$ cat config.mk
export PLATFORM = sky130hd
export DESIGN_NAME = start_byte_length_deframer_core
export DESIGN_NICKNAME = d
export VERILOG_FILES = /design/src/rtl/core/sbld_pkg.sv /design/src/rtl/core/sbld_step.sv /design/src/rtl/core/start_byte_length_deframer_core.sv
export VERILOG_INCLUDE_DIRS = /design/src /design/src/rtl/core
export SDC_FILE = /design/constraint.sdc
export NUM_CORES = 1
export LEC_CHECK = 0
export BUFFER_PORTS_ARGS = -buffer_cell sky130_fd_sc_hd__buf_2
export CORE_ASPECT_RATIO = 1.4
export CORE_MARGIN = 3
export CORE_UTILIZATION = 41
export CTS_CLUSTER_DIAMETER = 200
export CTS_CLUSTER_SIZE = 12
export DETAILED_ROUTE_END_ITERATION = 16
export PLACE_DENSITY_LB_ADDON = 0.3
export SYNTH_ARGS = -nofsm -noshare
export SYNTH_HDL_FRONTEND = slang
export SYNTH_SLANG_ARGS = --single-unit
export TNS_END_PERCENT = 30
$ cat constraint.sdc
create_clock -name i_clk -period 4.54 [get_ports i_clk]
set_input_delay 0 -clock i_clk [delete_from_list [all_inputs] [get_ports i_clk]]
set_output_delay 0 -clock i_clk [all_outputs]
set_load 0.02 [all_outputs]
$ cat src/rtl/core/start_byte_length_deframer_core_defines.svh
// ----------------------------------------------------------------------------
// start_byte_length_deframer_core_defines
// Assertion macros shared by the deframer RTL.
// ----------------------------------------------------------------------------
`ifndef START_BYTE_LENGTH_DEFRAMER_CORE_DEFINES_SVH
`define START_BYTE_LENGTH_DEFRAMER_CORE_DEFINES_SVH

// Same-cycle implication, checked out of reset
`define SBLD_ASSERT_IMP(lbl, clk, rstn, ante, cons, msg) \
    lbl: assert property (@(posedge clk) disable iff (!(rstn)) (ante) |-> (cons)) \
        else $error(msg);

// Next-cycle implication, checked out of reset
`define SBLD_ASSERT_NXT(lbl, clk, rstn, ante, cons, msg) \
    lbl: assert property (@(posedge clk) disable iff (!(rstn)) (ante) |=> (cons)) \
        else $error(msg);

`endif

$ cat src/rtl/core/sbld_pkg.sv
`timescale 1ns / 1ps
// ----------------------------------------------------------------------------
// sbld_pkg
// Types and constants of the start-byte, length-prefixed frame deframer.
// ----------------------------------------------------------------------------
package sbld_pkg;

    localparam int unsigned LENGTH_BYTES = 4;
    localparam logic [7:0]  START_BYTE   = 8'hFF;

    typedef enum logic [1:0] {
        PH_IDLE    = 2'd0,
        PH_HEADER  = 2'd1,
        PH_LENGTH  = 2'd2,
        PH_PAYLOAD = 2'd3
    } t_phase;

    typedef enum logic [1:0] {
        ROLE_HEADER  = 2'd0,
        ROLE_LENGTH  = 2'd1,
        ROLE_PAYLOAD = 2'd2,
        ROLE_ABORT   = 2'd3
    } t_role;

    typedef struct packed {
        t_phase      phase;
        logic [31:0] length_value;
        logic [1:0]  length_index;
        logic [31:0] bytes_remaining;
    } t_state;

    typedef struct packed {
        logic       valid;
        logic [7:0] out_byte;
        t_role      role;
        logic       frame_end;
    } t_result;

endpackage

$ cat src/rtl/core/sbld_step.sv
`timescale 1ns / 1ps
// ----------------------------------------------------------------------------
// sbld_step
// Parser step: next state and optional result item for one received byte.
// ----------------------------------------------------------------------------
module sbld_step (
    input  sbld_pkg::t_state  i_state,
    input  logic [7:0]        i_byte,
    output sbld_pkg::t_state  o_state,
    output sbld_pkg::t_result o_res
);

    logic [2:0]  w_idx_inc;
    logic        w_len_done;
    logic [31:0] w_len_next;
    logic [31:0] w_rem_dec;

    assign w_idx_inc  = {1'b0, i_state.length_index} + 3'd1;
    assign w_len_done = (w_idx_inc >= 3'(sbld_pkg::LENGTH_BYTES));
    assign w_len_next = i_state.length_value
                      | (32'(i_byte) << {i_state.length_index, 3'b000});
    // hold at zero rather than wrap
    assign w_rem_dec  = (i_state.bytes_remaining != 32'd0)
                      ? i_state.bytes_remaining - 32'd1 : 32'd0;

    always_comb begin
        o_state         = i_state;
        o_res.valid     = 1'b0;
        o_res.out_byte  = i_byte;
        o_res.role      = sbld_pkg::ROLE_HEADER;
        o_res.frame_end = 1'b0;

        priority if (i_byte == sbld_pkg::START_BYTE) begin
            // restart the frame; report an abort unless idle
            o_state.phase           = sbld_pkg::PH_HEADER;
            o_state.length_value    = 32'd0;
            o_state.length_index    = 2'd0;
            o_state.bytes_remaining = 32'd0;
            o_res.valid             = (i_state.phase != sbld_pkg::PH_IDLE);
            o_res.out_byte          = 8'd0;
            o_res.role              = sbld_pkg::ROLE_ABORT;
        end else begin
            unique case (i_state.phase)
                sbld_pkg::PH_IDLE: begin
                    // drop
                end
                sbld_pkg::PH_HEADER: begin
                    o_state.phase        = sbld_pkg::PH_LENGTH;
                    o_state.length_value = 32'd0;
                    o_state.length_index = 2'd0;
                    o_res.valid          = 1'b1;
                    o_res.role           = sbld_pkg::ROLE_HEADER;
                end
                sbld_pkg::PH_LENGTH: begin
                    o_res.valid          = 1'b1;
                    o_res.role           = sbld_pkg::ROLE_LENGTH;
                    o_state.length_value = w_len_next;
                    o_state.length_index = w_idx_inc[1:0];
                    if (w_len_done) begin
                        o_state.length_index = 2'd0;
                        if (w_len_next == 32'd0) begin
                            o_state.phase   = sbld_pkg::PH_IDLE;
                            o_res.frame_end = 1'b1;
                        end else begin
                            o_state.bytes_remaining = w_len_next;
                            o_state.phase           = sbld_pkg::PH_PAYLOAD;
                        end
                    end
                end
                sbld_pkg::PH_PAYLOAD: begin
                    o_res.valid             = 1'b1;
                    o_res.role              = sbld_pkg::ROLE_PAYLOAD;
                    o_state.bytes_remaining = w_rem_dec;
                    if (w_rem_dec == 32'd0) begin
                        o_state.phase   = sbld_pkg::PH_IDLE;
                        o_res.frame_end = 1'b1;
                    end
                end
                default: begin
                    o_state.phase = sbld_pkg::PH_IDLE;
                end
            endcase
        end
    end

endmodule

$ cat src/rtl/core/start_byte_length_deframer_core.sv
`timescale 1ns / 1ps
// ----------------------------------------------------------------------------
// start_byte_length_deframer_core
// Splits a received byte stream into start-byte, length-prefixed frames and
// forwards each header, length and payload byte with a role tag, plus an abort item on restart.
// ----------------------------------------------------------------------------
//  channel | direction | handshake                | payload
//  rx      | in        | i_rx_valid / o_rx_ready  | i_rx_byte
//  res     | out       | o_res_valid / i_res_ready| o_out_byte, o_role, o_frame_end
//
//  One item per cycle sustained while the result side accepts; a result is offered
//  once its item has passed the input register and then the result register.
//  The parse step sits between the two registers; the 32-bit length
//  assembly and remaining-count decrement set the path length.
//  Items that give no result retire without waiting for the result side.
//  Synchronous active-low reset empties both registers and returns to idle.
// ----------------------------------------------------------------------------
`include "start_byte_length_deframer_core_defines.svh"

module start_byte_length_deframer_core (
    input  logic       i_clk,
    input  logic       i_rst_n,
    input  logic       i_rx_valid,
    output logic       o_rx_ready,
    input  logic [7:0] i_rx_byte,
    output logic       o_res_valid,
    input  logic       i_res_ready,
    output logic [7:0] o_out_byte,
    output logic [1:0] o_role,
    output logic       o_frame_end
);

    logic              r_in_valid;
    logic [7:0]        r_in_byte;
    sbld_pkg::t_state  r_state;
    sbld_pkg::t_state  n_state;
    sbld_pkg::t_result w_res;
    logic              r_out_valid;
    logic [7:0]        r_out_byte;
    sbld_pkg::t_role   r_out_role;
    logic              r_out_frame_end;
    logic              w_advance;

    sbld_step u_step (
        .i_state (r_state),
        .i_byte  (r_in_byte),
        .o_state (n_state),
        .o_res   (w_res)
    );

    // retire the staged item when its result (if any) has room
    assign w_advance  = r_in_valid && (!w_res.valid || !r_out_valid || i_res_ready);
    assign o_rx_ready = !r_in_valid || w_advance;

    always_ff @(posedge i_clk) begin
        if (!i_rst_n) begin
            r_in_valid              <= 1'b0;
            r_out_valid             <= 1'b0;
            r_state.phase           <= sbld_pkg::PH_IDLE;
            r_state.length_value    <= 32'd0;
            r_state.length_index    <= 2'd0;
            r_state.bytes_remaining <= 32'd0;
        end else begin
            if (o_rx_ready) begin
                r_in_valid <= i_rx_valid;
            end
            if (w_advance) begin
                r_state <= n_state;
            end
            if (w_advance && w_res.valid) begin
                r_out_valid <= 1'b1;
            end else if (i_res_ready) begin
                r_out_valid <= 1'b0;
            end
        end
    end

    always_ff @(posedge i_clk) begin
        if (o_rx_ready) begin
            r_in_byte <= i_rx_byte;
        end
        if (w_advance && w_res.valid) begin
            r_out_byte      <= w_res.out_byte;
            r_out_role      <= w_res.role;
            r_out_frame_end <= w_res.frame_end;
        end
    end

    assign o_res_valid = r_out_valid;
    assign o_out_byte  = r_out_byte;
    assign o_role      = r_out_role;
    assign o_frame_end = r_out_frame_end;

    `SBLD_ASSERT_IMP(a_abort_clean, i_clk, i_rst_n, r_out_valid && (r_out_role == sbld_pkg::ROLE_ABORT), !r_out_frame_end && (r_out_byte == 8'd0), "abort item carries data or frame end")
    `SBLD_ASSERT_IMP(a_payload_count, i_clk, i_rst_n, r_state.phase == sbld_pkg::PH_PAYLOAD, r_state.bytes_remaining != 32'd0, "payload phase with nothing remaining")
    `SBLD_ASSERT_IMP(a_idle_index, i_clk, i_rst_n, r_state.phase == sbld_pkg::PH_IDLE, r_state.length_index == 2'd0, "length index left over in idle")
    `SBLD_ASSERT_NXT(a_end_to_idle, i_clk, i_rst_n, w_advance && w_res.valid && w_res.frame_end, r_state.phase == sbld_pkg::PH_IDLE, "frame end did not return to idle")

endmodule
---- Word level (Yosys, flattened, before mapping) ----
Index checks and enable logic that the tools add are counted.
W data, S select, Z words.
storage, ports and cells
  output and inout bits ................... 13
  word-level logic and storage cells ...... 61
  register bits ........................... 89
  bits of input ports ..................... 12
operators by class
  eq/ne operators ......................... 7
  shifts and indexed selects .............. 1
  add/sub/neg operators ................... 2
  reductions and logical operators ........ 20
  magnitude comparators ................... 1
  bitwise operators ....................... 1
  multiplexer cells ....................... 19
operators with widths
  operator                 count
  $mux W68                 1
  $pmux W34 S2             1
  $logic_not A32 Y1        2
  $mux W32                 2
  $pmux W32 S2             1
  $mux W34                 1
  $or A32 B32 Y32          1
  $reduce_bool A32 Y1      1
  $shl A8 B5 Y32           1
  $sub A32 B1 Y32 const B  1
  $eq A8 B8 Y1 const B     1
  $reduce_and A4 Y1        2
  $mux W1                  7
  $mux W2                  3
  $ne A3 B1 Y1 const B     2
  $pmux W2 S3              1
  $reduce_bool A3 Y1       2
  $eq A2 B2 Y1 const B     2
  $pmux W2 S2              1
  $reduce_bool A2 Y1       2
  $reduce_bool A4 Y1       1
  $add A2 B1 Y3 const B    1
  $ge A3 B3 Y1 const B     1
  $logic_not A1 Y1         3
  other kinds (7)          10

---- Depth between registers and ports, before layout ----
Gate-level depths: netlist of run 1.
  depth in word-level cells ............... 10
  gate-level depth with buffers ........... 12
  mapped depth without buffers ............ 11

---- Cells and area by module ----
A second synthesis of run 1 with hierarchy kept.
second synthesis, totals
  cell total of the unflattened synthesis .. 882
  area, all modules ....................... 6442.4 µm²
modules (own cells, without submodules)
  module                           seq. area each (µm²)  instances  cells an instance  area an instance (µm²)
  start_byte_length_deframer_core  1971.9                1          324                3353.2
  sbld_step                        0.0                   1          558                3089.2

---- Least setup slack after synthesis of run 1 ----
No wires, ideal clock.
  kind .................................... register to register
  start ................................... reg r_state[12] (netlist bit)
  end ..................................... reg r_state[66] (netlist bit)
  setup time .............................. 0.086 ns
  clock period less this slack ............ 2.703 ns
  path slack .............................. 1.837 ns
  buffers on the path ..................... 1
  arrival ................................. 2.617 ns
  required time ........................... 4.454 ns
  stages on the path, launching flop included .. 11
  cells stage by stage .................... dfxtp_1 > buf_6 > or4_4 > or4_4 > nor3_4 > mux2i_1 > nor4b_2 > a41oi_1 > o21bai_2 > nand3_2 > a221oi_2
on the way
  longest elaborated chain between the ends .. 5
  elaborated cells between the ends (all ways) .. 6
  those cells by class .................... 1 x add/sub; 1 x eq/ne; 1 x mux; 3 x reduce/logical
ends and longest elaborated chain
  what                                                           line                                   source
  start, declared                                                start_byte_length_deframer_core.sv:35  sbld_pkg::t_state r_state;
  start signal, assigned                                         start_byte_length_deframer_core.sv:68  r_state <= n_state;
  $sub A32 B1 Y32 / $reduce_bool A32 Y1 (equally long branches)  sbld_step.sv:24, sbld_step.sv:23
  $mux W32 *                                                     sbld_step.sv:24                        ? i_state.bytes_remaining - 32'd1 : 32'd0;
  $logic_not A32 Y1 *                                            sbld_step.sv:74                        if (w_rem_dec == 32'd0) begin
  $ne A3 B1 Y1 (no line) *                                       n/a
  $reduce_and A4 Y1 (no line) *                                  n/a
Mark *: on every way between the ends. The rest lies on a longest branch, timed or not.
A chain may end at the register's enable or synchronous reset.

---- Worst setup path in the final report of run 1 ----
  start ................................... reg r_state[2] (netlist bit)
  end ..................................... reg r_state[66] (netlist bit)
The elaborated chain is that of the path after synthesis.

==> results.toml, run 1 <==
[die]
die_x_um = 96.4
io-pin-count = 25
core_area_sq_mm = 0.0110
dieArea_sq_mm = 0.0128
rows = 45
initial_core_util_pct = 42.6
die_y_um = 133

[worst_setup_path]
startpoint = "r_state[2]$_SDFFE_PN0P_"
path_buf_inv = 1
slowest_stage = "nor4b_1"
path_delay_family = "simple AND/OR/NAND/NOR gates"
r2r-start = "r_state[2]$_SDFFE_PN0P_"
critPathMaxFanout = 12
crit_required_ps = 4800
endpoint_kind = "flip-flop"
crit_type = "flip-flop to flip-flop"
crit_path_max_incr_delay_ps = 540
critPathLaunchType = "flip-flop"
worstPathArrival_ps = 3510
worstPathCellList = "nor4_2, buf_4, nand3_1, nor3_1, xnor2_1, nor4b_1, a41oi_1, o21bai_2, nand3_2, a221oi_2"

[drt]
dr.pass1.iters = 7
wirelength_um = 13300
ant_nets = 0
avgRoutedWirePerCell_um = 17.7
vias = 4471
via_per_inst = 5.97
drt_iter0_markers = 342
drc = 0

[clock_network]
cts_resized = 0
insertion_delay_ps = 350
numClockSinks = 89
cts_max_path_buffers = 2
root_buffer = "clkbuf_16"
ctsHoldBuffers = 11
clk_pin_slew_ps = 70
post_cts_buffers = 0
cts_max_level = 3
cts_buffers = 9
cts_tree = "done"

[global_routing]
antenna_found_initial = 0
grt_overflow_total = 0
grtUsageTotal_pct = 21.7
grt_pass1_vias = 4288
grt_max_degree = 35
grt_pass1_wl_um = 21700

[synthesis]
ys_seq_area_share_pct = 42.0
ys_types = 50
yosysTopAreaCellShare_pct = 29.8
synth_nets = 616
avgSynthCellArea_sq_um = 7.87
synthArstFlopShare_pct = 0
synthTopCellsByCount = "103 x a21oi_1, 86 x nor2_1, 70 x dfxtp_1, 39 x clkbuf_1, 39 x nand2_1"
syn_area_sq_mm = 0.00470
synth_top_flop_cell = "dfxtp_1"
synth_cells = 597
yosys_warnings = 0
synthTopCellsByArea = "dfxtp_1 30%, edfxtp_1 12%, a21oi_1 11%"
synth_edf_count = 19
ys_ff_latch = 89
yosysMostFrequentCell = "a21oi_1"
synth_top_cell_by_area = "dfxtp_1"

[place]
place.gp.congestion = 0.904
numPortBuffers = 24
dp_hpwl_um = 9170
dp_cells = 722

[sta]
worst_clock_skew_ps = 6.84
hold_viol = 0
fin_crit_sh_pct = 71.6
rsz0062_at_grt = "false"
worst-slew-pin-transition_ps = 1170
period_minus_slack_ps = 3250
fmax_ghz = 0.307
setup_viol = 0
setup_tns_ps = 0
relSlewSlack_pct = 22.3
drv_slew = 0

[power_and_ir_drop]
seqPwrFrac_pct = 52.0
p_sw_share_pct = 24.0
p_clk_share_pct = 45.4
p_leak_nw = 1.94
power.total_mw = 1.59
worst_ir_drop_vdd_mv = 0.293
p_sw_mw = 0.382
internal-power_mw = 1.21
comb_power_share_pct = 2.6
power_density_mw_per_mm2 = 303

[cells_and_area]
synthToLayoutAreaGrowth_pct = 11.8
n_antenna_cell = 0
nets = 622
final_cells = 749
drive_gt1_share_pct = 10.2

[run_status]
status = "completed"

[worst_hold_path]
hold_class = "primary input to flip-flop"
hold_start = "i_rx_byte[4]"

[run]
maxCapViolations = 0
==> state kept, by name, summed over array words and instances (netlist names) <==
name         flops
r_in_valid       1
o_res_valid      1
o_frame_end      1
r_state         68
o_role           2
r_in_byte        8
o_out_byte       8
==> worst paths after layout <==
path	to	slack, ps	cells past startpoint
worst max-delay path	r_state[66]$_SDFFE_PN0P_	1290	10
worst min-delay path	r_in_byte[4]$_DFFE_PP_	360	2
worst max register to register	r_state[66]$_SDFFE_PN0P_	1290	10
worst min register to register	r_state[58]$_SDFFE_PN0P_	500	2
==> cells by family (layout without fill, tap and decap cells) <==
| kind of cell | Yosys count | in the layout | synth area share [%] |
|---|---|---|---|
| compound gates | 177 | 177 | 21.2 |
| xor+xnor | 15 | 15 | 2.80 |
| fa+ha+maj | 7 | 7 | 1.87 |
| buf+inv | 56 | 67 | 4.72 |
| flops | 89 | 89 | 42.0 |
| mux | 4 | 4 | 0.879 |
| simple gates | 249 | 249 | 26.6 |
==> cell type report <==
type	instances	area [sq um]
timing repair buffer	39	260
multi-input combinational	452	2510
fill	1119	5790
tap	141	176
clock buffer	9	225
clock inverter	7	60.1
inverter	12	45.0
sequential	89	1970
==> per-stage QoR <==
step / hold WS (ps) / util (%) / worst slack, ps / cell area [sq um]
6_report: 355 / 47.6 / 1290 / 5250
3_3_place_gp: 177 / 44.0 / 1430 / 4850
3_5_place_dp: 178 / 44.0 / 1370 / 4850
5_1_grt: 359 / 47.6 / 914 / 5250
2_1_floorplan: 98.9 / - / 1840 / 4700
4_1_cts: 346 / 47.6 / 1340 / 5250
==> layout by cell type, fill, tap and decap left out, types with 4 or more instances in the layout <==
cell type        n
nand2b_1         4
nor2_1          86
nand3_1         23
dlygate4sd3_1   11
nand2_1         39
a21oi_1        103
xnor2_1          9
and2_1          12
nor3_1          22
nor4_1          22
or3_1            7
ha_1             7
nor2b_1          5
or2_2            4
inv_1           12
clkbuf_16        9
o21ai_0         30
xor2_1           6
o32ai_1          9
dfxtp_1         70
buf_4            4
o22ai_1         19
nand4_1          9
edfxtp_1        19
buf_2           24
==> power by group through the flow <==
stage / Clock, mW / Sequential, mW / Combinational, mW
global route: 0.767 / 0.829 / 0.0455
CTS: 0.737 / 0.828 / 0.0410
floorplan: 0 / 0.831 / 0.0306
detailed placement: 0 / 0.846 / 0.0336
global placement: 0 / 0.845 / 0.0332
finish: 0.722 / 0.828 / 0.0411
==> routing by layer <==
layer	vias to the layer above	share of wire, %	track usage (%)
met5	-	0	0
met4	0	3.8	12.6
met3	37	3.6	3.47
met2	141	49	33.4
met1	2129	44	28.3
li1	2164	-	-
Note: power is estimated with default switching activity, not from simulation.
==> run 2, diff against run 1 <==
--- a/config.mk
+++ b/config.mk
@@ -6,6 +6,7 @@
 export SDC_FILE = /design/constraint.sdc
 export NUM_CORES = 1
 export LEC_CHECK = 0
+export ABC_AREA = 1
 export BUFFER_PORTS_ARGS = -buffer_cell sky130_fd_sc_hd__buf_2
 export CORE_ASPECT_RATIO = 1.4
 export CORE_MARGIN = 3
==> constraint.sdc (replaced) <==
create_clock -name i_clk -period 3.15 [get_ports i_clk]
set_input_delay 0 -clock i_clk [delete_from_list [all_inputs] [get_ports i_clk]]
set_output_delay 0 -clock i_clk [all_outputs]
set_load 0.02 [all_outputs]
==> run 2 against run 1 <==
  * Critical path type unchanged
  * Non-clock buffer count grew 10
  * Clock skew grew 1.2 ps
  * Via count grew 30%
  * Clock power rose by 51%
  * Synthesized cell count increased by 41%
  * Cell count increased by 40%
  * Combinational power increased to 5.7 times the previous value
  * Count of clock-buffer cells in the layout unchanged
  * Die area grew 18%
  * Sequential share of layout area shrank 6.2 points
==> results.toml, run 2 <==
[synthesis]
synth_nets = 859
yosysMostFrequentCell = "nand2_1"
yosysTopAreaCellShare_pct = 25.1
ys_ff_latch = 89
synth_cells = 840
yosys_warnings = 0
synthArstFlopShare_pct = 0
synthTopCellsByCount = "160 x nand2_1, 110 x inv_1, 104 x nor2_1, 76 x nand3_1"
synth_top_cell_by_area = "dfxtp_1"
syn_area_sq_mm = 0.00559
synth_edf_count = 19
ys_types = 35
synth_top_flop_cell = "dfxtp_1"
synthTopCellsByArea = "dfxtp_1 25%, nand2_1 11%, edfxtp_1 10%"
avgSynthCellArea_sq_um = 6.66
ys_seq_area_share_pct = 35.2

[cells_and_area]
drive_gt1_share_pct = 9.90
n_antenna_cell = 0
largest_register_ffs = 68
fin_area_sq_mm = 0.00628
layout_common_cells = "160 x nand2_1, 110 x inv_1, 104 x nor2_1"
nets = 883
n_fill_cell = 1359
layout_commonest_cell = "nand2_1"
synthToLayoutAreaGrowth_pct = 12.2
regMostFlops = "r_state"

[global_routing]
top_usage_layer = "met2"
grt_overflow_total = 0
grt_pass1_vias = 5542
met1_usage_pct = 26.0
grtUsageTotal_pct = 23.0
grt_max_degree = 52
grt_use_met2_pct = 40.4
grt_util_met3_pct = 3.08
antenna_found_initial = 0
grt_pass1_wl_um = 27800

[die]
die_y_um = 144
io-pin-count = 25
core_area_sq_mm = 0.0131
rows = 49
initial_core_util_pct = 42.6
dieArea_sq_mm = 0.0151
die_x_um = 105

[sta]
rsz0062_at_grt = "false"
fmax_ghz = 0.360
worst-slew-pin-transition_ps = 1180
setup_viol = 0
worst_clock_skew_ps = 8.08
relSlewSlack_pct = 20.8
period_minus_slack_ps = 2780
fin_ws_ps = 374
drv_slew = 0
setup_tns_ps = 0
hold_viol = 0
fin_crit_sh_pct = 88.1

[place]
numPortBuffers = 24
postPlaceCellArea_sq_mm = 0.00589
place_ws_ps = 227
dp_hpwl_um = 12700
place.gp.congestion = 0.968

[worst_setup_path]
r2r-start = "r_state[12]$_SDFFE_PN0P_"
worstPathArrival_ps = 3020
endpoint_kind = "flip-flop"
critPathLaunchType = "flip-flop"
critPathMaxFanout = 32
startpoint = "r_state[12]$_SDFFE_PN0P_"
crit_type = "flip-flop to flip-flop"
crit_required_ps = 3400

[clock_network]
cts_tree = "done"
cts_buffers = 9
clk_pin_slew_ps = 70
root_buffer = "clkbuf_16"
cts_max_level = 3
numClockSinks = 89
cts_max_path_buffers = 2
insertion_delay_ps = 350
post_cts_buffers = 0

[run_status]
status = "completed"

[drt]
avgRoutedWirePerCell_um = 16.3
wirelength_um = 17100
vias = 5793
drt_iter0_markers = 447
via_per_inst = 5.53
dr.pass1.iters = 5
ant_nets = 0
drc = 0

[power_and_ir_drop]
power_density_mw_per_mm2 = 398
power.total_mw = 2.50
worst_ir_drop_vdd_mv = 0.284
p_leak_nw = 2.89

[worst_hold_path]
hold_class = "primary input to flip-flop"
hold_start = "i_res_ready"

[run]
maxCapViolations = 0
[run 2: changes by cell type after synthesis, moves of 12 or more]
cell | previous run | this run
nor4_1 | 22 | 4
a211oi_1 | 2 | 25
clkbuf_1 | 39 | 17
nand2_1 | 39 | 160
and2_1 | 12 | 0
a21oi_1 | 103 | 70
nor3_1 | 22 | 5
nor2_1 | 86 | 104
o21ai_0 | 31 | 56
o22ai_1 | 19 | 4
o21ai_1 | 1 | 26
nand3_1 | 23 | 76
inv_1 | 12 | 110
[run 2: layout make-up]
class / count / area (sq um) / area share, %
multi-input combinational: 597 / 3000 / 47.8
sequential: 89 / 1970 / 31.4
inverter: 118 / 443 / 7.05
timing repair buffer: 49 / 343 / 5.46
clock buffer: 9 / 225 / 3.59
tap: 178 / 223 / 3.55
clock inverter: 7 / 68.8 / 1.10
[run 2: final timing paths]
| kind | end | slack, ps | cells after the start |
|---|---|---|---|
| hold / removal | o_res_valid$_SDFFE_PN0P_ | 10 | 6 |
| setup reg to reg | r_state[67]$_SDFFE_PN0P_ | 370 | 16 |
| hold reg to reg | r_state[53]$_SDFFE_PN0P_ | 460 | 2 |
| setup / recovery | r_state[67]$_SDFFE_PN0P_ | 370 | 16 |
[run 2: per-layer routing]
layer | up-vias | routed length, um
li1 | 2873 | -
met1 | 2625 | 6670
met2 | 217 | 8310
met3 | 78 | 862
met4 | 0 | 1270
met5 | - | 0
[run 2: per-stage QoR]
| stage | hold slack, ps | cells | utilization (%) |
|---|---|---|---|
| finish | 11.2 | 1047 | 47.9 |
| floorplan | 98.9 | 840 | - |
| detailed placement | 178 | 1022 | 44.9 |
| global route | 61.1 | 1047 | 47.9 |
| global placement | 176 | 1022 | 44.9 |
| CTS | 14.3 | 1047 | 47.8 |
[run 2: what timing repair did]
item | CTS | global route
hold buffers | 9 | 0
setup endpoints to repair | 0 | 25
endpoints found under the hold margin | 9 | 0
gates resized for setup | 0 | 1
[run 2: critical path: stages (launching register included)]
cell and delay [ps]:
dfxtp_1 380, nor2_1 170, nand2_1 180, inv_2 100
nand2_2 70, nor2_2 210, nand2_2 430, nand3_1 280
nand2_1 90, nor2_1 130, nand2_1 60, nor2_1 90
nand3_1 90, nand2_1 160, nand3_1 90, nand2_1 80
nor2_1 40
[run 2: cell families (layout without fill, tap and decap cells)]
kind of cell             Yosys count  in the layout  synth area share [%]
AO/OA/AOI/OAI                    200            200                  20.1
adder cells (fa/ha/maj)            7              7                  1.57
AND/OR/NAND/NOR                  385            385                  31.0
buffers and inverters            154            183                  11.3
XOR/XNOR                           5              5                 0.783
flip-flops                        89             89                  35.2
[run 2: where the power goes]
group	switching, mW	internal (mW)	leakage (nW)
clock	0.527	0.559	0.146
combinational	0.157	0.0799	1.99
sequential	0.00564	1.17	0.750
==> run 3, diff against run 2 <==
--- a/config.mk
+++ b/config.mk
@@ -17,5 +17,6 @@
 export PLACE_DENSITY_LB_ADDON = 0.3
 export SYNTH_ARGS = -nofsm -noshare
 export SYNTH_HDL_FRONTEND = slang
+export SYNTH_HIERARCHICAL = 1
 export SYNTH_SLANG_ARGS = --single-unit
 export TNS_END_PERCENT = 30
==> run 3 against run 2 <==
  * Combinational power rose to 4.0 times the previous value
  * Synthesized area rose by 32%
  * Wire length rose by 43%
  * Critical path depth rose by 3
  * Clock power rose by 6%
  * Via count rose by 38%
  * Count of clock-buffer cells in the layout did not move
  * Fmax fell by 1.9%
  * Worst setup slack got worse by 54 ps
  * Synthesized cell count rose by 48%
  * Total power rose by 37%
  * Clock skew rose by 2.1 ps
  * Critical path type unchanged
  * Largest cell class unchanged
  * Highest routed layer unchanged
==> results.toml, run 3 <==
[drt]
dr.pass1.iters = 5
drt_iter0_markers = 715
drc = 0
wirelength_um = 24500
ant_nets = 0
avgRoutedWirePerCell_um = 16.6
via_per_inst = 5.43
vias = 8014

[power_and_ir_drop]
power.total_mw = 3.42
p_leak_nw = 3.60
worst_ir_drop_vdd_mv = 0.331
power_density_mw_per_mm2 = 429

[worst_setup_path]
crit_type = "flip-flop to flip-flop"
r2r_end = "r_state[66]$_SDFFE_PN0P_"
crit_top_cell = "nand2_1"
startpoint = "r_state[0]$_SDFFE_PN0P_"
critPathMaxFanout = 20
crit_required_ps = 3410
worstPathArrival_ps = 3090
r2r-start = "r_state[0]$_SDFFE_PN0P_"
endpoint_kind = "flip-flop"
slowest_stage = "dfxtp_1"
regToRegSetupSlack_ps = 320
crit_path_max_incr_delay_ps = 330
worstRegToRegCells = 19
cp-endpoint = "r_state[66]$_SDFFE_PN0P_"
critPathLaunchType = "flip-flop"
worstPathCellList = "inv_1, ha_1, nand2_2, nor2_2, nand2_1, inv_1, nand2_2, o211ai_1, nand3_1, nor2_1, nand2_1, nand2_1, nand2_1, nand2_1, nand2_1, inv_1, nand3_1, nand2_1, nor2_1"

[place]
postPlaceCellArea_sq_mm = 0.00757
dp_cells = 1451
place.gp.congestion = 1.02
dp_hpwl_um = 17000
place_ws_ps = 349
numPortBuffers = 24

[cells_and_area]
largest_register_ffs = 68
drive_gt1_share_pct = 7.17
layout_commonest_cell = "nand2_1"
final-seq-area_sq_mm = 0.00198
final_util_pct = 45.6
fin_area_sq_mm = 0.00797
multi_input_area_sq_mm = 0.00415
n_antenna_cell = 0
final_cells = 1477
layout_common_cells = "266 x nand2_1, 195 x inv_1, 180 x nor2_1"
regMostFlops = "r_state"
n_fill_cell = 1911
nets = 1254
synthToLayoutAreaGrowth_pct = 8.31

[die]
initial_core_util_pct = 42.1
dieArea_sq_mm = 0.0196
io-pin-count = 25
die_x_um = 119
rows = 57
core_area_sq_mm = 0.0175
die_y_um = 165

[synthesis]
synth_top_flop_cell = "dfxtp_1"
syn_area_sq_mm = 0.00736
synth_top_cell_by_area = "dfxtp_1"
synthTopCellsByCount = "266 x nand2_1, 195 x inv_1, 180 x nor2_1, 121 x nand3_1, 106 x a21oi_1"
synth_cells = 1240
synthArstFlopShare_pct = 0
yosysTopAreaCellShare_pct = 19.0
ys_ff_latch = 89
synthTopCellsByArea = "dfxtp_1 19%, nand2_1 14%, inv_1 9.9%"
synth_nets = 1258
yosys_warnings = 6
ys_types = 37
synth_edf_count = 19
yosysMostFrequentCell = "nand2_1"
ys_seq_area_share_pct = 26.8
avgSynthCellArea_sq_um = 5.94

[sta]
worst-slew-pin-transition_ps = 1070
fin_ws_ps = 320
fin_crit_sh_pct = 89.8
relSlewSlack_pct = 28.3
setup_tns_ps = 0
hold_ws_ps = 158
hold_viol = 0
drv_slew = 0
period_minus_slack_ps = 2830
worst_clock_skew_ps = 10.2
fmax_ghz = 0.353
rsz0062_at_grt = "false"
setup_viol = 0

[worst_hold_path]
min_delay_path_depth = 3
hold_class = "primary input to flip-flop"

[clock_network]
clk_pin_slew_ps = 80
cts_max_path_buffers = 2
insertion_delay_ps = 370
cts_tree = "done"
numClockSinks = 89
cts_max_level = 3
cts_buffers = 9
root_buffer = "clkbuf_16"

[run_status]
status = "completed"

[global_routing]
grt_pass1_vias = 7413
grtUsageTotal_pct = 25.3
grt_use_met2_pct = 43.3
antenna_found_initial = 0
grt_pass1_wl_um = 39500
grt_overflow_total = 0
met1_usage_pct = 30.8
top_usage_layer = "met2"
grt_util_met3_pct = 3.12
grt_max_degree = 137

[run]
maxCapViolations = 0
[run 3: cell count changes after synthesis, moves of 26 or more]
cell and delta:
nor2_1 +76, nand2_1 +106, inv_1 +85, o21ai_1 -26, nand3_1 +45, o211ai_1 +34, a21oi_1 +36
[run 3: worst min path at each step]
stage	startpoint	to	slack (ps)
detailed placement	i_rx_byte[4]	r_in_byte[4]$_DFFE_PP_	180
floorplan	i_rx_byte[0]	r_in_byte[0]$_DFFE_PP_	100
global placement	i_rx_byte[1]	r_in_byte[1]$_DFFE_PP_	180
CTS	i_rst_n	r_state[3]$_SDFFE_PN0P_	180
finish	i_rst_n	r_state[56]$_SDFFE_PN0P_	160
global route	i_rst_n	r_state[54]$_SDFFE_PN0P_	180
[run 3: where the power goes]
part	switching (mW)	internal (mW)	total [mW]
Combinational	0.628	0.319	0.947
Sequential	0.0953	1.23	1.33
Clock	0.582	0.567	1.15
[run 3: worst max-delay path: cells and delay by family (launching register included)]
| kind | cells | cell delay, ps |
|---|---|---|
| AO/OA/AOI/OAI | 1 | 310 |
| adder cells (fa/ha/maj) | 1 | 270 |
| buffers and inverters | 3 | 260 |
| flip-flops | 1 | 330 |
| AND/OR/NAND/NOR | 14 | 1540 |
[run 3: final cells by class]
| class | count | area share, % |
|---|---|---|
| clock inverter | 7 | 1.02 |
| clock buffer | 9 | 2.82 |
| timing repair buffer | 64 | 6.21 |
| multi-input combinational | 873 | 52.1 |
| inverter | 199 | 9.37 |
| sequential | 89 | 24.8 |
| tap | 236 | 3.70 |
[run 3: per-layer routing]
| metal | vias to the layer above | wire length (um) | share of wire (%) |
|---|---|---|---|
| li1 | 4002 | - | - |
| met2 | 272 | 12000 | 49 |
| met4 | 0 | 1240 | 5.1 |
| met3 | 68 | 1310 | 5.3 |
| met1 | 3672 | 9970 | 41 |
| met5 | - | 0 | 0 |
[run 3: logic make-up after synthesis]
family	count (synthesis)	synth area share, %
AO/OA/AOI/OAI	255	20.1
XOR/XNOR	4	0.476
adder cells (fa/ha/maj)	6	1.02
buffers and inverters	278	16.9
flip-flops	89	26.8
AND/OR/NAND/NOR	608	34.7
[run 3: repair_timing]
item                                   CTS  global route
hold buffers                            10             0
setup endpoints to repair                0             0
resized for setup                        0             0
endpoints found under the hold margin   10             0
setup buffers                            0             0
